[src/rtl/core/udpck_pkg.sv]
// Shared types and constants for the UDP header check and checksum block.
// Used by udpck_parse and by the top level udp_header_check_and_checksum.
package udpck_pkg;

    localparam int HeaderBytes     = 8;
    localparam int HeaderKeepBytes = 6;
    localparam int MaxSegmentBytes = 65535;
    localparam int CountWidth      = 16;
    localparam int SumWidth        = 32;
    localparam int AuxWidth        = 19;
    localparam int TotalWidth      = SumWidth + 1;

    localparam logic [CountWidth-1:0] MAX_SEGMENT_COUNT = CountWidth'(MaxSegmentBytes);
    localparam logic [CountWidth-1:0] HEADER_COUNT      = CountWidth'(HeaderBytes);
    localparam logic [CountWidth-1:0] KEEP_COUNT        = CountWidth'(HeaderKeepBytes);
    localparam logic [7:0]            UDP_PROTOCOL      = 8'd17;

    typedef enum logic [2:0] {
        STATUS_OK        = 3'd0,
        STATUS_SHORT     = 3'd1,
        STATUS_SPORT_0   = 3'd2,
        STATUS_DPORT_0   = 3'd3,
        STATUS_LEN_BIG   = 3'd4
    } status_t;

    typedef struct packed {
        status_t               status;
        logic [15:0]           source_port;
        logic [15:0]           dest_port;
        logic [15:0]           length_field;
        logic [SumWidth-1:0]   word_sum;
        logic [AuxWidth-1:0]   aux_sum;
    } frame_sum_t;

endpackage

[src/rtl/core/udpck_parse.sv]
// Per-frame byte parser: header field capture, word sum and pseudo header sum.
// Produces the frame summary for the byte in flight; depends on udpck_pkg.
module udpck_parse
    import udpck_pkg::*;
(
    input  logic        clk,
    input  logic        rst_n,
    input  logic        take,
    input  logic [7:0]  data_byte,
    input  logic        last_byte,
    input  logic [31:0] source_address,
    input  logic [31:0] dest_address,
    output frame_sum_t  summary
);

    logic [CountWidth-1:0] count_reg;
    logic [CountWidth-1:0] count_next;
    logic [47:0]           hdr_reg;
    logic [47:0]           hdr_next;
    logic [SumWidth-1:0]   sum_reg;
    logic [SumWidth-1:0]   sum_next;
    logic [7:0]            hold_reg;
    logic [7:0]            hold_next;
    logic [AuxWidth-1:0]   pseudo_reg;
    logic [AuxWidth-1:0]   pseudo_next;

    logic                  in_range;
    logic [2:0]            got;
    logic [47:0]           hf;
    logic [15:0]           pad;

    always_comb
    begin
        if (count_reg == '0)
        begin
            pseudo_next = AuxWidth'(source_address[31:16]) + AuxWidth'(source_address[15:0])
                        + AuxWidth'(dest_address[31:16]) + AuxWidth'(dest_address[15:0])
                        + AuxWidth'(UDP_PROTOCOL);
        end
        else
        begin
            pseudo_next = pseudo_reg;
        end

        in_range   = count_reg < MAX_SEGMENT_COUNT;
        count_next = count_reg;
        hdr_next   = hdr_reg;
        sum_next   = sum_reg;
        hold_next  = hold_reg;
        if (in_range)
        begin
            if (count_reg < KEEP_COUNT)
            begin
                hdr_next = {hdr_reg[39:0], data_byte};
            end
            if (!count_reg[0])
            begin
                hold_next = data_byte;
            end
            else
            begin
                sum_next  = sum_reg + SumWidth'({hold_reg, data_byte});
                hold_next = '0;
            end
            count_next = count_reg + CountWidth'(1);
        end
    end

    always_comb
    begin
        got = (count_next < KEEP_COUNT) ? count_next[2:0] : 3'd6;
        unique case (got)
            3'd0:    hf = '0;
            3'd1:    hf = hdr_next << 40;
            3'd2:    hf = hdr_next << 32;
            3'd3:    hf = hdr_next << 24;
            3'd4:    hf = hdr_next << 16;
            3'd5:    hf = hdr_next << 8;
            default: hf = hdr_next;
        endcase

        pad = count_next[0] ? {hold_next, 8'h00} : 16'h0000;

        summary.source_port  = hf[47:32];
        summary.dest_port    = hf[31:16];
        summary.length_field = hf[15:0];
        summary.word_sum     = sum_next;
        summary.aux_sum      = pseudo_next + AuxWidth'(hf[15:0]) + AuxWidth'(pad);

        priority if (count_next < HEADER_COUNT)
        begin
            summary.status = STATUS_SHORT;
        end
        else if (hf[47:32] == 16'h0000)
        begin
            summary.status = STATUS_SPORT_0;
        end
        else if (hf[31:16] == 16'h0000)
        begin
            summary.status = STATUS_DPORT_0;
        end
        else if (hf[15:0] > count_next)
        begin
            summary.status = STATUS_LEN_BIG;
        end
        else
        begin
            summary.status = STATUS_OK;
        end
    end

    always_ff @(posedge clk or negedge rst_n)
    begin
        if (!rst_n)
        begin
            count_reg  <= '0;
            hdr_reg    <= '0;
            sum_reg    <= '0;
            hold_reg   <= '0;
            pseudo_reg <= '0;
        end
        else if (take)
        begin
            if (last_byte)
            begin
                count_reg  <= '0;
                hdr_reg    <= '0;
                sum_reg    <= '0;
                hold_reg   <= '0;
                pseudo_reg <= '0;
            end
            else
            begin
                count_reg  <= count_next;
                hdr_reg    <= hdr_next;
                sum_reg    <= sum_next;
                hold_reg   <= hold_next;
                pseudo_reg <= pseudo_next;
            end
        end
    end

endmodule

[src/rtl/core/udp_header_check_and_checksum.sv]
// Top level of the UDP header check and Internet checksum block.
// Instantiates udpck_parse and depends on udpck_pkg.

// The block takes one segment byte per cycle while in_ready is high, header
// first, with the IPv4 addresses sampled on a frame's first byte, and returns one
// result on the byte marked last. Frames stream back to back at one byte per
// clock while in_ready holds; the result passes through the pipeline of summary
// register, 33-bit total register and carry fold into the output register.
// Ready drops only while that pipeline is full and the output is not being taken.
module udp_header_check_and_checksum
    import udpck_pkg::*;
(
    input  logic        clk,
    input  logic        rst_n,
    input  logic        in_valid,
    output logic        in_ready,
    input  logic [7:0]  data_byte,
    input  logic        last_byte,
    input  logic [31:0] source_address,
    input  logic [31:0] dest_address,
    output logic        out_valid,
    input  logic        out_ready,
    output logic [2:0]  status,
    output logic [15:0] checksum_result,
    output logic [15:0] source_port,
    output logic [15:0] dest_port,
    output logic [15:0] length_field
);

    frame_sum_t            summary;
    frame_sum_t            s1_reg;
    logic                  s1_valid_reg;
    logic [TotalWidth-1:0] total_next;
    logic [TotalWidth-1:0] total_reg;
    status_t               s2_status_reg;
    logic [15:0]           s2_sport_reg;
    logic [15:0]           s2_dport_reg;
    logic [15:0]           s2_len_reg;
    logic                  s2_valid_reg;
    logic                  out_valid_reg;
    status_t               status_reg;
    logic [15:0]           checksum_next;
    logic [15:0]           checksum_reg;
    logic [15:0]           sport_reg;
    logic [15:0]           dport_reg;
    logic [15:0]           len_reg;

    logic                  out_en;
    logic                  s2_en;
    logic                  s1_en;
    logic                  take;
    logic [17:0]           fold1;
    logic [16:0]           fold2;
    logic [15:0]           fold3;

    assign out_en   = !out_valid_reg || out_ready;
    assign s2_en    = !s2_valid_reg || out_en;
    assign s1_en    = !s1_valid_reg || s2_en;
    assign in_ready = s1_en;
    assign take     = in_valid && s1_en;

    udpck_parse u_parse (
        .clk            (clk),
        .rst_n          (rst_n),
        .take           (take),
        .data_byte      (data_byte),
        .last_byte      (last_byte),
        .source_address (source_address),
        .dest_address   (dest_address),
        .summary        (summary)
    );

    assign total_next = TotalWidth'(s1_reg.word_sum) + TotalWidth'(s1_reg.aux_sum);

    always_comb
    begin
        fold1         = {2'b00, total_reg[15:0]} + {1'b0, total_reg[32:16]};
        fold2         = {1'b0, fold1[15:0]} + {15'b0, fold1[17:16]};
        fold3         = fold2[15:0] + {15'b0, fold2[16]};
        checksum_next = ~fold3;
    end

    always_ff @(posedge clk or negedge rst_n)
    begin
        if (!rst_n)
        begin
            s1_valid_reg  <= 1'b0;
            s2_valid_reg  <= 1'b0;
            out_valid_reg <= 1'b0;
        end
        else
        begin
            if (s1_en)
            begin
                s1_valid_reg <= in_valid && last_byte;
            end
            if (s2_en)
            begin
                s2_valid_reg <= s1_valid_reg;
            end
            if (out_en)
            begin
                out_valid_reg <= s2_valid_reg;
            end
        end
    end

    always_ff @(posedge clk)
    begin
        if (take && last_byte)
        begin
            s1_reg <= summary;
        end
        if (s2_en && s1_valid_reg)
        begin
            total_reg     <= total_next;
            s2_status_reg <= s1_reg.status;
            s2_sport_reg  <= s1_reg.source_port;
            s2_dport_reg  <= s1_reg.dest_port;
            s2_len_reg    <= s1_reg.length_field;
        end
        if (out_en && s2_valid_reg)
        begin
            status_reg   <= s2_status_reg;
            checksum_reg <= checksum_next;
            sport_reg    <= s2_sport_reg;
            dport_reg    <= s2_dport_reg;
            len_reg      <= s2_len_reg;
        end
    end

    assign out_valid       = out_valid_reg;
    assign status          = status_reg;
    assign checksum_result = checksum_reg;
    assign source_port     = sport_reg;
    assign dest_port       = dport_reg;
    assign length_field    = len_reg;

endmodule

[config.mk]
export PLATFORM = sky130hd
export DESIGN_NAME = udp_header_check_and_checksum
export DESIGN_NICKNAME = d
export VERILOG_FILES = /design/src/rtl/core/udpck_pkg.sv /design/src/rtl/core/udpck_parse.sv /design/src/rtl/core/udp_header_check_and_checksum.sv
export SDC_FILE = /design/constraint.sdc
export NUM_CORES = 1
export LEC_CHECK = 0
export ABC_AREA = 1
export ABC_CLOCK_PERIOD_IN_PS = 8100
export BUFFER_PORTS_ARGS = -buffer_cell sky130_fd_sc_hd__buf_2
export CORE_UTILIZATION = 35
export DETAILED_ROUTE_END_ITERATION = 12
export HOLD_SLACK_MARGIN = 0.02
export PLACE_DENSITY_LB_ADDON = 0.15
export SKIP_LAST_GASP = 1
export SYNTH_ARGS = -nofsm -noshare
export SYNTH_HDL_FRONTEND = slang
export SYNTH_HIERARCHICAL = 1
export SYNTH_SLANG_ARGS = --single-unit
[constraint.sdc]
create_clock -name clk -period 8.1 [get_ports clk]
set_input_delay 0.405 -clock clk [delete_from_list [all_inputs] [get_ports clk]]
set_output_delay 0.405 -clock clk [all_outputs]
set_load 0.005 [all_outputs]
* Word-level counts from Yosys, hierarchy flattened
Index checks and enable logic that the tools add are counted.
** Storage, ports and cells
- Register bits :: 379
- Bits of input ports :: 77
- Logic and storage cells :: 83
** Operators by class
- $add $sub $neg :: 12
- $lt $le $gt $ge :: 5
- Equal/unequal tests :: 5
- Muxes and demuxes :: 19
- Bitwise logic cells :: 1
- Reduce and logical (&&, ||, !) cells :: 16
** Operator list (number)
- 48-bit case mux with 6 select lines :: 1
- 48-bit two-way mux :: 3
- 32-bit two-way mux :: 3
- 19-bit by 16-bit adder with 19-bit output :: 4
- 16-bit logical NOT :: 3
- 16-bit two-way mux :: 3
- 19-bit two-way mux :: 2
- 32-bit by 19-bit adder with 33-bit output :: 1
- 32-bit by 16-bit adder with 32-bit output :: 1
- 16-bit by 3-bit < comparator with 1-bit output, second input constant :: 2
- 8-bit two-way mux :: 3
- 19-bit by 5-bit adder with 19-bit output, second input constant :: 1
- 16-bit by 17-bit adder with 18-bit output :: 1
- 16-bit by 16-bit adder with 17-bit output :: 1
- 16-bit by 2-bit adder with 17-bit output :: 1
- 16-bit by 1-bit adder with 16-bit output :: 1
- 16-bit by 1-bit adder with 16-bit output, second input constant :: 1
- 16-bit > comparator :: 1
- 16-bit < comparator, second input constant :: 1
- 16-bit by 4-bit < comparator with 1-bit output, second input constant :: 1
- 16-bit inverter :: 1
- 3-bit by 2-bit == test with 1-bit output, second input constant :: 2
- 3-bit == test, second input constant :: 2
- 3-bit two-way mux :: 2
- other kinds (7) :: 16

* Depth between registers and ports, before layout
Gate-level depths: netlist of the first run.
- Depth after elaboration :: 10
- Mapped depth :: 36

* Cells and area by module
The synthesis of the first run kept the hierarchy.
** Modules (own cells, without submodules)
- udpck_parse :: instances 1, cells each 1732, area an instance 12115.4 um2, sequential area each 3078.0 um2
- udp_header_check_and_checksum :: instances 1, cells each 850, area an instance 11023.1 um2, sequential area each 7672.4 um2

* Worst setup path after synthesis of the first run
Ideal clock, no wire load.
- Path type :: input to register
- Start point :: input port source_address[3]
- End point :: register s1_reg[18] in the netlist's numbering, data pin
- Data arrival time :: 5.646 ns
- Setup slack :: 2.189 ns
- Cell stages on the path :: 31
- Buffers on the path :: 0
- Path through :: inv_1 > fa_1 > inv_1 > fa_1 > fa_1 > ha_1 > nand3_1 > nand2_1 > nand2_1 > nand2_1 > a21oi_1 > o21ai_0 > a21oi_1 > o21bai_1 > nand2_1 > nand2_1 > a21oi_1 > or2_2 > nand3_1 > o21ai_0 > fa_1 > inv_1 > ha_1 > nand2_1 > nor3_1 > nand2_1 > o21ai_0 > nand3_1 > a21oi_1 > o21ai_0 > xor2_1
** RTL lines
- start, declared :: line udp_header_check_and_checksum.sv:19 : input logic [31:0] source_address,
- end signal, assigned :: line udp_header_check_and_checksum.sv:112 : s1_reg <= summary;
- end, declared :: line udp_header_check_and_checksum.sv:31 : frame_sum_t s1_reg;

==> qor.yml, run 1 <==
layout:
  drive_gt1_share_pct: 13.59
  syn2layout_area_growth_pct: 13.75
  final_cell_count_no_fill: 3629
  final_nets: 2986
  antennaDiodeCount: 0
  postLayoutCoreUtil_pct: 40.54
  largest_reg_flops: 102
global_route:
  grtUsageTotal_pct: 18.15
  grt_antenna_before_repair: 2
  grt_start_max_net_pins: 75
  grt_pass1_wl_mm: 95.62
  grt_pass1_vias: 17360
  grt.overflow.total: 0
floorplan:
  dieArea_mm2: 0.06714
  io_pins: 146
  dieWidth_um: 259.1
  core_mm2: 0.06493
  dieHeight_um: 259.1
  initial_core_util_pct: 35.64
  rows: 93
synth:
  yosysSeqAreaShare_pct: 46.46
  ys.flop_type: "edfxtp_1"
  yosysUniqueCellTypes: 63
  synth_edf_count: 253
  synthesis.nets: 2830
  yosysTopAreaCell: "edfxtp_1"
  syn_area_mm2: 0.02314
  async_flop_share_pct: 33.25
  synth.top_cell.area_share_pct: 32.83
  yosysMostFrequentCell: "nand2_1"
  synth_seq_cells: 379
  avgSynthCellArea_um2: 8.961
  synth_area_leaders: "edfxtp_1 (33%), dfrtp_1 (14%), nand2_1 (9.0%), ha_1 (6.9%), inv_1 (6.1%)"
  synthCells: 2582
  yosys_warnings: 6
  yosys-top-cells-count: "nand2_1 (557), inv_1 (374), edfxtp_1 (253), nor2_1 (180), o21ai_0 (155)"
cts:
  clk_path_buf_depth: 3
  clockRootBuffer: "clkbuf_16"
  post_cts.repair.setup_buffers: 0
  tritoncts: "yes"
  cts_buffers: 44
  clk_latency_ps: 620
  cts_num_sinks: 379
  htree_levels: 2
  clk_pin_slew_worst_paths_ps: 70
timing:
  worst_pin_slew_ps: 1136
  relSlewSlack_pct: 24.00
  period_share_pct: 72.72
  hold_viol_final: 0
  fmax_mhz: 169.8
  worst_slack_ps: 2210
  slew_violations: 0
  min_period_ps: 5890
  setup_tns_ps: 0
  fin_skew_ps: 59.01
  rsz0062_at_grt: "no"
  setup_viol: 0
worst_setup_path:
  crit_slowest_cell: "fa_1"
  slowest_delay_ps: 560
  critPathMaxFanout: 5
  critPathKind: "in -> reg"
  crit_arrival_ps: 6210
  start_kind: "primary input"
  crit_required_ps: 8420
  cp_common_cell: "nand2_1"
  cp-end-kind: "flip-flop"
power:
  worst_ir_drop_vdd_v: 0.0001653
  p_per_area_mw_per_mm2: 273.1
  switching_share_pct: 37.73
  p_clk_share_pct: 27.6
  leakage_uw: 0.01200
  sequentialPowerShare_pct: 34.9
  p_sw_uw: 2712
  p_int_uw: 4476
  combPwrFrac_pct: 37.6
placed_design:
  dp_hpwl_mm: 46.08
  io_buffers: 145
  gp_congestion: 0.8772
  pre_cts_slack_ps: 1580
  dp.cells: 3546
drt:
  wl_per_cell_um: 16.75
  wirelength_mm: 60.79
  post-route-drc-count: 0
  drt_iter0_drc: 1039
  first_pass_iters: 5
  via_per_inst: 4.976
  ant_nets: 0
  via_count: 18060
run_status:
  status: "finished, final reports clean"
run:
  maxCapViolCount: 0
min_path:
  holdCritPathClass: "in -> reg"
## critical path, delay by kind of cell
| family | cells | cell delay (ps) |
|---|---|---|
| buf+inv | 2 | 150 |
| simple gates | 12 | 1290 |
| xor+xnor | 1 | 170 |
| fa+ha+maj | 7 | 2710 |
| compound gates | 9 | 1480 |
## placed cells by master (no fill, tap or decap), types with 100 or more instances in the layout
| cell type | instances |
|---|---|
| edfxtp_1 | 253 |
| ha_1 | 128 |
| nand3_1 | 146 |
| dfrtp_1 | 126 |
| nor2_1 | 179 |
| a21oi_1 | 100 |
| o21ai_0 | 155 |
| nand2_1 | 556 |
| buf_2 | 144 |
| inv_1 | 370 |
## repair_timing
item                      CTS  global route
hold buffers                1             0
resized for setup           0             0
hold endpoints to repair   64             0
## through the flow
stage	hold WS, ps	total power [µW]	cell area [µm²]
finish	76.14	7187	26320
global route	115.1	7715	26320
CTS	40.28	7286	26320
detailed placement	404.5	5249	24850
global placement	402.3	5235	24850
floorplan	109.4	4502	23140
## power by group through the flow
| stage | registers [µW] | clock network, µW | logic [µW] |
|---|---|---|---|
| 2_1_floorplan | 2510 | 0 | 1990 |
| 3_3_place_gp | 2540 | 0 | 2690 |
| 3_5_place_dp | 2550 | 0 | 2700 |
| 4_1_cts | 2510 | 2050 | 2720 |
| 5_1_grt | 2530 | 2110 | 3070 |
| 6_report | 2500 | 1980 | 2700 |
## cell type report
| type | count | area (µm²) |
|---|---|---|
| well taps | 855 | 1070 |
| repair buffers | 172 | 933.4 |
| flip-flops and latches | 379 | 10750 |
| multi-input cells | 1740 | 10590 |
| clock inverters | 25 | 267.8 |
| fillers | 6549 | 38610 |
| clock buffers | 57 | 1190 |
| inverters | 401 | 1518 |
## routing by layer
layer / share of wire (%) / wire length (µm) / global-route usage (%) / up-vias
met5: 0.039 / 24 / 0 / -
met4: 3.1 / 1897 / 6.328 / 4
met3: 5.6 / 3407 / 3.115 / 99
met2: 43 / 25940 / 27.48 / 473
met1: 49 / 29520 / 26.02 / 8521
li1: - / - / - / 8961
## cells by family after synthesis
group / Yosys count / share of synthesized area [%]
AND/OR/NAND/NOR: 1064 / 21.25
buffers and inverters: 463 / 7.852
AO/OA/AOI/OAI: 416 / 10.43
flip-flops: 379 / 46.46
adder cells (fa/ha/maj): 171 / 10.64
XOR/XNOR: 89 / 3.369
## worst paths after layout
| check | start | to | slack, ps | depth (start not counted) |
|---|---|---|---|---|
| min reg2reg | s1_reg[67] | s2_dport_reg[0] | 400 | 0 |
| min in group asynchronous | rst_n | u_parse/sum_reg[24] | 470 | 2 |
| max reg2reg | u_parse/count_reg[0] | s1_reg[15] | 2240 | 27 |
| max in group asynchronous | rst_n | u_parse/hdr_reg[1] | 6150 | 3 |
| min | out_ready | out_valid | 80 | 4 |
| max | source_address[1] | s1_reg[18] | 2210 | 31 |
No activity file was read; power rests on OpenSTA's default activity.
==> inputs of run 2 (changes only) <==
--- a/config.mk
+++ b/config.mk
@@ -5,8 +5,8 @@
 export SDC_FILE = /design/constraint.sdc
 export NUM_CORES = 1
 export LEC_CHECK = 0
-export ABC_AREA = 1
-export ABC_CLOCK_PERIOD_IN_PS = 8100
+export ABC_AREA = 0
+export ABC_CLOCK_PERIOD_IN_PS = 4900
 export BUFFER_PORTS_ARGS = -buffer_cell sky130_fd_sc_hd__buf_2
 export CORE_UTILIZATION = 35
 export DETAILED_ROUTE_END_ITERATION = 12
==> constraint.sdc (replaced) <==
create_clock -name clk -period 4.9 [get_ports clk]
set_input_delay 0.245 -clock clk [delete_from_list [all_inputs] [get_ports clk]]
set_output_delay 0.245 -clock clk [all_outputs]
set_load 0.005 [all_outputs]
==> qor.yml, run 2 <==
global_route:
  grtUsageTotal_pct: 20.08  # was 18.15%
  grt_start_max_net_pins: 76  # was 75
  grt.overflow.total: 0  # unchanged
  grt_antenna_before_repair: 3  # was 2
  grt_pass1_vias: 17690  # was 17360
  grt_pass1_wl_mm: 102.9  # was 95.62 mm
run:
  maxCapViolCount: 0  # unchanged
layout:
  final_nets: 2761  # was 2986
  layout_common_cells: "buf_4 (332), edfxtp_1 (253), nand2_1 (161)"  # was nand2_1 (556), inv_1 (370), edfxtp_1 (253)
  design_area_mm2: 0.02894  # was 0.02632 mm²
  drive_gt1_share_pct: 28.40  # was 13.59%
  final_common_cell: "buf_4"  # was nand2_1
  syn2layout_area_growth_pct: 28.09  # was 13.75%
  fillerInstances: 5948  # was 6549
  largest_reg_flops: 102  # unchanged
synth:
  synth-adder-area-share_pct: 10.90  # was 10.64%
  synth_compound_area_share_pct: 17.95  # was 10.43%
  yosys-top-cells-count: "edfxtp_1 (253), nand2_1 (164), ha_1 (128), nor2_1 (128), dfrtp_1 (126)"  # was nand2_1 (557), inv_1 (374), edfxtp_1 (253), nor2_1 (180), o21ai_0 (155)
  synthCells: 2063  # was 2582
  avgSynthCellArea_um2: 10.95  # was 8.961 µm²
  yosysMostFrequentCell: "edfxtp_1"  # was nand2_1
  yosysTopAreaCell: "edfxtp_1"  # unchanged
  ys.flop_type: "edfxtp_1"  # unchanged
  synth.top_cell.area_share_pct: 33.62  # was 32.83%
  synth-xor-area-share_pct: 4.994  # was 3.369%
  yosys_warnings: 6  # unchanged
  synth_area_leaders: "edfxtp_1 (34%), dfrtp_1 (14%), ha_1 (7.1%), fa_1 (3.8%), xnor2_1 (3.3%)"  # was edfxtp_1 (33%), dfrtp_1 (14%), nand2_1 (9.0%), ha_1 (6.9%), inv_1 (6.1%)
  syn_area_mm2: 0.02260  # was 0.02314 mm²
  synth_mux_area_share_pct: 2.154  # was 0%
  yosys.area_share.simple_pct: 12.83  # was 21.25%
  synthesis.nets: 2311  # was 2830
  yosysSeqAreaShare_pct: 47.57  # was 46.46%
  yosysUniqueCellTypes: 106  # was 63
  synth_edf_count: 253  # unchanged
  synth_seq_cells: 379  # unchanged
  async_flop_share_pct: 33.25  # unchanged
  synth_top_family_by_area: "compound AO/OA/AOI/OAI gates"  # was simple AND/OR/NAND/NOR gates
placed_design:
  gp_congestion: 0.9191  # was 0.8772
  io_buffers: 145  # unchanged
  place_area_mm2: 0.02656  # was 0.02485 mm²
  pre_cts_slack_ps: -1005  # was 1580 ps
  dp_hpwl_mm: 49.73  # was 46.08 mm
worst_setup_path:
  critPathMaxFanout: 6  # was 5
  start_kind: "flip-flop"  # was primary input
  crit_end: "s1_reg[17]"  # was s1_reg[18]
  rrSetupSlack_ps: -370  # was 2240 ps
  cp-end-kind: "flip-flop"  # unchanged
  ff2ff_path_depth: 24  # was 27
  critPathKind: "reg -> reg"  # was in -> reg
  crit_required_ps: 5230  # was 8420 ps
  r2r_start: "u_parse/count_reg[1]"  # was u_parse/count_reg[0]
  crit_arrival_ps: 5600  # was 6210 ps
  reg2reg_to: "s1_reg[17]"  # was s1_reg[15]
  cp-startpoint: "u_parse/count_reg[1]"  # was source_address[1]
floorplan:
  initial_core_util_pct: 35.63  # was 35.64%
  io_pins: 146  # unchanged
  dieArea_mm2: 0.06558  # was 0.06714 mm²
  dieWidth_um: 256.1  # was 259.1 µm
  dieHeight_um: 256.1  # was 259.1 µm
  core_mm2: 0.06343  # was 0.06493 mm²
  rows: 92  # was 93
power:
  worst_ir_drop_vdd_v: 0.0002587  # was 0.0001653 V
  p_clk_share_pct: 25.7  # was 27.6%
  switching_share_pct: 34.72  # was 37.73%
  sequentialPowerShare_pct: 31.8  # was 34.9%
  p_per_area_mw_per_mm2: 457.9  # was 273.1 mW/mm²
  p_int_uw: 8652  # was 4476 µW
  fin_total_pwr_uw: 13250  # was 7187 µW
  p_sw_uw: 4602  # was 2712 µW
  combPwrFrac_pct: 42.5  # was 37.6%
  leakage_uw: 0.01231  # was 0.01200 µW
drt:
  via_count: 18050  # was 18060
  via_per_inst: 5.316  # was 4.976
  ant_nets: 0  # unchanged
  wirelength_mm: 66.75  # was 60.79 mm
  first_pass_iters: 5  # unchanged
  wl_per_cell_um: 19.65  # was 16.75 µm
  post-route-drc-count: 0  # unchanged
  drt_iter0_drc: 1270  # was 1039
min_path:
  holdCritPathClass: "in -> reg"  # unchanged
  hold_depth: 2  # was 4
cts:
  clk_latency_ps: 590  # was 620 ps
  cts_buffers: 44  # unchanged
  clk_path_buf_depth: 3  # unchanged
  cts_num_sinks: 379  # unchanged
  clockRootBuffer: "clkbuf_16"  # unchanged
  clk_pin_slew_worst_paths_ps: 60  # was 70 ps
  htree_levels: 2  # unchanged
  tritoncts: "yes"  # unchanged
timing:
  worst_slack_ps: -367.8  # was 2210 ps
  hold_viol_final: 0  # unchanged
  fin_skew_ps: 17.93  # was 59.01 ps
  period_share_pct: 107.5
  holdWs_ps: 116.2  # was 76.14 ps
  fmax_mhz: 189.8
  rsz0062_at_grt: "yes"  # was no
  setup_viol: 10  # was 0
  slew_violations: 0  # unchanged
  min_period_ps: 5268
  worst_pin_slew_ps: 1152  # was 1136 ps
  relSlewSlack_pct: 23.17  # was 24.00%
run_status:
  violations: "setup timing"
  status: "complete, but fails checks"  # was finished, final reports clean
## run 2: cell count changes after synthesis, moves of 46 or more
cell     before  now
nand2_1     557  164
o21ai_0     155   90
nor2_1      180  128
nand3_1     146   51
mux2i_1       0   46
xnor2_1      25   85
inv_1       374  113
## run 2: final cells by class
class / instances / area (µm²) / share of cell area [%]
inverters: 115 / 437.9 / 1.513
flip-flops and latches: 379 / 10750 / 37.14
diodes: 1 / 2.502 / 0.008646
clock buffers: 53 / 1165 / 4.025
multi-input cells: 1482 / 11760 / 40.63
well taps: 846 / 1059 / 3.657
repair buffers: 491 / 3427 / 11.84
clock inverters: 29 / 344.1 / 1.189
## run 2: how the worst min path moves through the flow
stage	from	end	slack (ps)
global placement	rst_n	u_parse/sum_reg[1]	400
detailed placement	s2_dport_reg[3]	dest_port[3]	400
global route	data_byte[4]	u_parse/hold_reg[4]	100
finish	data_byte[5]	u_parse/hold_reg[5]	120
floorplan	rst_n	out_valid	-50
CTS	data_byte[4]	u_parse/hold_reg[4]	70
## run 2: cell families after synthesis
logic type | after synthesis
fa+ha+maj | 171
buf+inv | 202
flops | 379
simple gates | 566
compound gates | 569
mux | 48
xor+xnor | 128
## run 2: worst max-delay path: stages (launching register included)
cell       delay [ps]
dfrtp_1           390
ha_2              190
nand4_1           210
buf_6             220
nor4_4            150
mux2i_2           340
nand4_2           190
or4_4             530
nor2_4            150
buf_6             160
nor2_4             50
ha_4              240
ha_4              160
fa_2              340
a21o_1            210
a21oi_2           150
o21bai_1           90
a21oi_2           170
nor2_1             70
o2111ai_1         230
nand3_2           150
nor4_4            180
o41a_1            230
o21ai_2            80
xnor2_1           120
## run 2: through the flow
step	utilization [%]	std cells	TNS, ps
finish	45.63	3396	-2100
CTS	44.97	3379	-1801
detailed placement	41.87	3269	-10860
global placement	41.87	3269	-10190
global route	45.63	3395	-5613
floorplan	-	2063	-3522
## run 2: routing by layer
metal / vias to the layer above / track usage (%) / routed length, µm
li1: 8649 / - / -
met1: 8804 / 28.65 / 32010
met2: 519 / 31.56 / 29780
met3: 80 / 3.476 / 3591
met4: 0 / 4.774 / 1358
met5: - / 0 / 0
## run 2: power groups by stage
stage / registers (µW) / clock network, µW / logic, µW
2_1_floorplan: 4200 / 0 / 3210
3_3_place_gp: 4270 / 0 / 5070
3_5_place_dp: 4270 / 0 / 5140
4_1_cts: 4220 / 3500 / 5390
5_1_grt: 4250 / 3610 / 6210
6_report: 4210 / 3400 / 5640
## run 2: what timing repair did
item,in CTS,in global routing
resized for setup,56,65
hold buffers,2,0
endpoints found under the hold margin,54,0
setup buffers,27,18
endpoints found under the setup margin,22,24
pin swaps,28,47
==> inputs of run 3 (changes only) <==
--- a/config.mk
+++ b/config.mk
@@ -15,5 +15,4 @@
 export SKIP_LAST_GASP = 1
 export SYNTH_ARGS = -nofsm -noshare
 export SYNTH_HDL_FRONTEND = slang
-export SYNTH_HIERARCHICAL = 1
 export SYNTH_SLANG_ARGS = --single-unit
==> qor.yml, run 3 <==
cts:
  cts_buffers: 43  # was 44
  cts_num_sinks: 379  # unchanged
  htree_levels: 2  # unchanged
  tritoncts: "yes"  # unchanged
  clk_latency_ps: 590  # about the same
  clockRootBuffer: "clkbuf_16"  # unchanged
  clk_pin_slew_worst_paths_ps: 50  # was 60 ps
  clk_path_buf_depth: 3  # unchanged
timing:
  setup_tns_ps: -9716  # was -2100 ps
  slew_violations: 0  # unchanged
  rsz0062_at_grt: "yes"  # unchanged
  min_period_ps: 5775  # was 5268 ps
  worst_pin_slew_ps: 1030  # was 1152 ps
  hold_viol_final: 0  # unchanged
  fin_skew_ps: 25.63  # was 17.93 ps
  worst_slack_ps: -874.8  # was -367.8 ps
  setup_viol: 20  # was 10
  fmax_mhz: 173.2  # was 189.8 MHz
  holdWs_ps: 44.49  # was 116.2 ps
  period_share_pct: 117.9  # was 107.5%
  relSlewSlack_pct: 30.82  # was 23.17%
global_route:
  grtUsageTotal_pct: 20.07  # was 20.08%
  met1_usage_pct: 28.90  # was 28.65%
  grt_antenna_before_repair: 2  # was 3
  grtUsageMet3_pct: 2.654  # was 3.476%
  met2_usage_pct: 31.57  # was 31.56%
  grt.overflow.total: 0  # unchanged
  grt.busiest_layer: "met2"  # unchanged
  grt_pass1_vias: 17580  # was 17690
  grt_start_max_net_pins: 70  # was 76
  grt_pass1_wl_mm: 100.1  # was 102.9 mm
min_path:
  holdCritPathClass: "in -> reg"  # unchanged
power:
  worst_ir_drop_vdd_v: 0.0002880  # was 0.0002587 V
  p_per_area_mw_per_mm2: 484.7  # was 457.9 mW/mm²
  fin_total_pwr_uw: 13990  # was 13250 µW
  leakage_uw: 0.01241  # was 0.01231 µW
placed_design:
  io_buffers: 145  # unchanged
  dp_hpwl_mm: 48.31  # was 49.73 mm
  gp_congestion: 0.8851  # was 0.9191
synth:
  yosysTopAreaCell: "edfxtp_1"  # unchanged
  syn_area_mm2: 0.02232  # was 0.02260 mm²
  ys.flop_type: "edfxtp_1"  # unchanged
  yosys_warnings: 0  # was 6
  yosysSeqAreaShare_pct: 48.17  # was 47.57%
  yosysUniqueCellTypes: 87  # was 106
  synthCells: 2102  # was 2063
  synth_area_leaders: "edfxtp_1 (34%), dfrtp_1 (14%), ha_1 (8.2%), xnor2_1 (3.8%), nand2_1 (3.6%)"  # was edfxtp_1 (34%), dfrtp_1 (14%), ha_1 (7.1%), fa_1 (3.8%), xnor2_1 (3.3%)
  yosys-top-cells-count: "edfxtp_1 (253), nand2_1 (217), ha_1 (147), o21ai_0 (146)"  # was edfxtp_1 (253), nand2_1 (164), ha_1 (128), nor2_1 (128), dfrtp_1 (126)
  async_flop_share_pct: 33.25  # unchanged
  synth_seq_cells: 379  # unchanged
  synth_edf_count: 253  # unchanged
  avgSynthCellArea_um2: 10.62  # was 10.95 µm²
  synthesis.nets: 2356  # was 2311
  yosysMostFrequentCell: "edfxtp_1"  # unchanged
  synth.top_cell.area_share_pct: 34.04  # was 33.62%
floorplan:
  core_mm2: 0.06308  # was 0.06343 mm²
  dieHeight_um: 254.5  # was 256.1 µm
  io_pins: 146  # unchanged
  dieWidth_um: 254.5  # was 256.1 µm
  initial_core_util_pct: 35.38  # was 35.63%
  rows: 92  # unchanged
  dieArea_mm2: 0.06478  # was 0.06558 mm²
drt:
  ant_nets: 0  # unchanged
  post-route-drc-count: 0  # unchanged
  wirelength_mm: 64.76  # was 66.75 mm
  via_per_inst: 5.180  # was 5.316
  via_count: 17800  # was 18050
  first_pass_iters: 8  # was 5
  drt_iter0_drc: 1198  # was 1270
  wl_per_cell_um: 18.84  # was 19.65 µm
layout:
  final_common_cell: "buf_4"  # unchanged
  layout_common_cells: "buf_4 (337), edfxtp_1 (253), nand2_1 (213)"  # was buf_4 (332), edfxtp_1 (253), nand2_1 (161)
  fillerInstances: 5985  # was 5948
  final_nets: 2809  # was 2761
  drive_gt1_share_pct: 28.39  # was 28.40%
  syn2layout_area_growth_pct: 29.28  # was 28.09%
  postLayoutCoreUtil_pct: 45.74  # was 45.63%
  largest_reg_flops: 102  # unchanged
worst_setup_path:
  start_kind: "flip-flop"  # unchanged
  cp_common_cell: "a21oi_2"
  slowest_delay_ps: 450  # was 530 ps
  critPathKind: "reg -> reg"  # unchanged
  crit_required_ps: 5200  # was 5230 ps
  crit_slowest_cell: "or4_4"  # unchanged
  cp-end-kind: "flip-flop"  # unchanged
  critPathMaxFanout: 2  # was 6
  crit_arrival_ps: 6070  # was 5600 ps
run:
  maxCapViolCount: 0  # unchanged
run_status:
  violations: "setup timing"  # unchanged
  status: "complete, but fails checks"  # unchanged
-- run 3: cells by family after synthesis --
kind of cell	count (synthesis)	synth area share, %
compound gates	540	15.86
xor+xnor	144	5.651
fa+ha+maj	177	10.93
buf+inv	182	3.257
flops	379	48.17
mux	48	2.209
simple gates	632	13.92
-- run 3: what timing repair did --
item / CTS / global route
hold buffers: 2 / 0
hold endpoints to repair: 59 / 0
pin swaps: 47 / 39
endpoints found under the setup margin: 22 / 25
gates resized for setup: 53 / 55
setup buffers: 16 / 16
-- run 3: layer usage --
metal | up-vias | part of all wire, % | routed length [µm]
met3 | 89 | 4.9 | 3143
met1 | 8597 | 48 | 31140
met2 | 457 | 45 | 28880
li1 | 8660 | - | -
met4 | 0 | 2.5 | 1592
met5 | - | 0 | 0
-- run 3: worst paths after layout --
| path | slack (ps) | cells after the start | start | endpoint |
|---|---|---|---|---|
| setup / recovery | -870 | 28 | total_reg[0] | checksum_result[14] |
| hold / removal | 40 | 2 | data_byte[2] | u_parse.hold_reg[2] |
| setup reg to reg | -870 | 28 | total_reg[0] | checksum_result[14] |
| hold reg to reg | 420 | 0 | s2_len_reg[3] | length_field[3] |
| max in group asynchronous | 3610 | 3 | rst_n | u_parse.sum_reg[7] |
| min in group asynchronous | 330 | 2 | rst_n | u_parse.hdr_reg[46] |
-- run 3: through the flow --
stage,area (µm²),setup WS [ps],instances
after global placement,26640,-1369,3328
after floorplan,22720,-775.0,2102
after global routing,28850,-1163,3435
after detailed placement,26640,-1415,3328
final,28850,-874.8,3437
after CTS,28490,-973.2,3421
-- run 3: power by group --
part,switching (µW),total [µW],internal (µW),leakage (µW)
logic,3290,6440,3150,0.00758
registers,200,4220,4020,0.00412
clock network,1370,3330,1950,0.000705
-- run 3: area by class of cell --
cell class                 instances  area (µm²)  area share [%]
clock buffer                      57        1159           4.016
clock inverter                    22       292.8           1.015
timing repair buffer             497        3477           12.05
inverter                          93       351.6           1.219
sequential                       379       10750           37.27
antenna                            2       5.005         0.01735
multi-input combinational       1541       11760           40.75
tap                              846        1059           3.669
-- run 3: worst max-delay path, delay by kind of cell (launching register included) --
family / cells / cell delay, ps
XOR/XNOR: 2 / 290
adder cells (fa/ha/maj): 6 / 1290
AO/OA/AOI/OAI: 10 / 1470
buffers and inverters: 1 / 170
flip-flops: 1 / 370
AND/OR/NAND/NOR: 9 / 1880
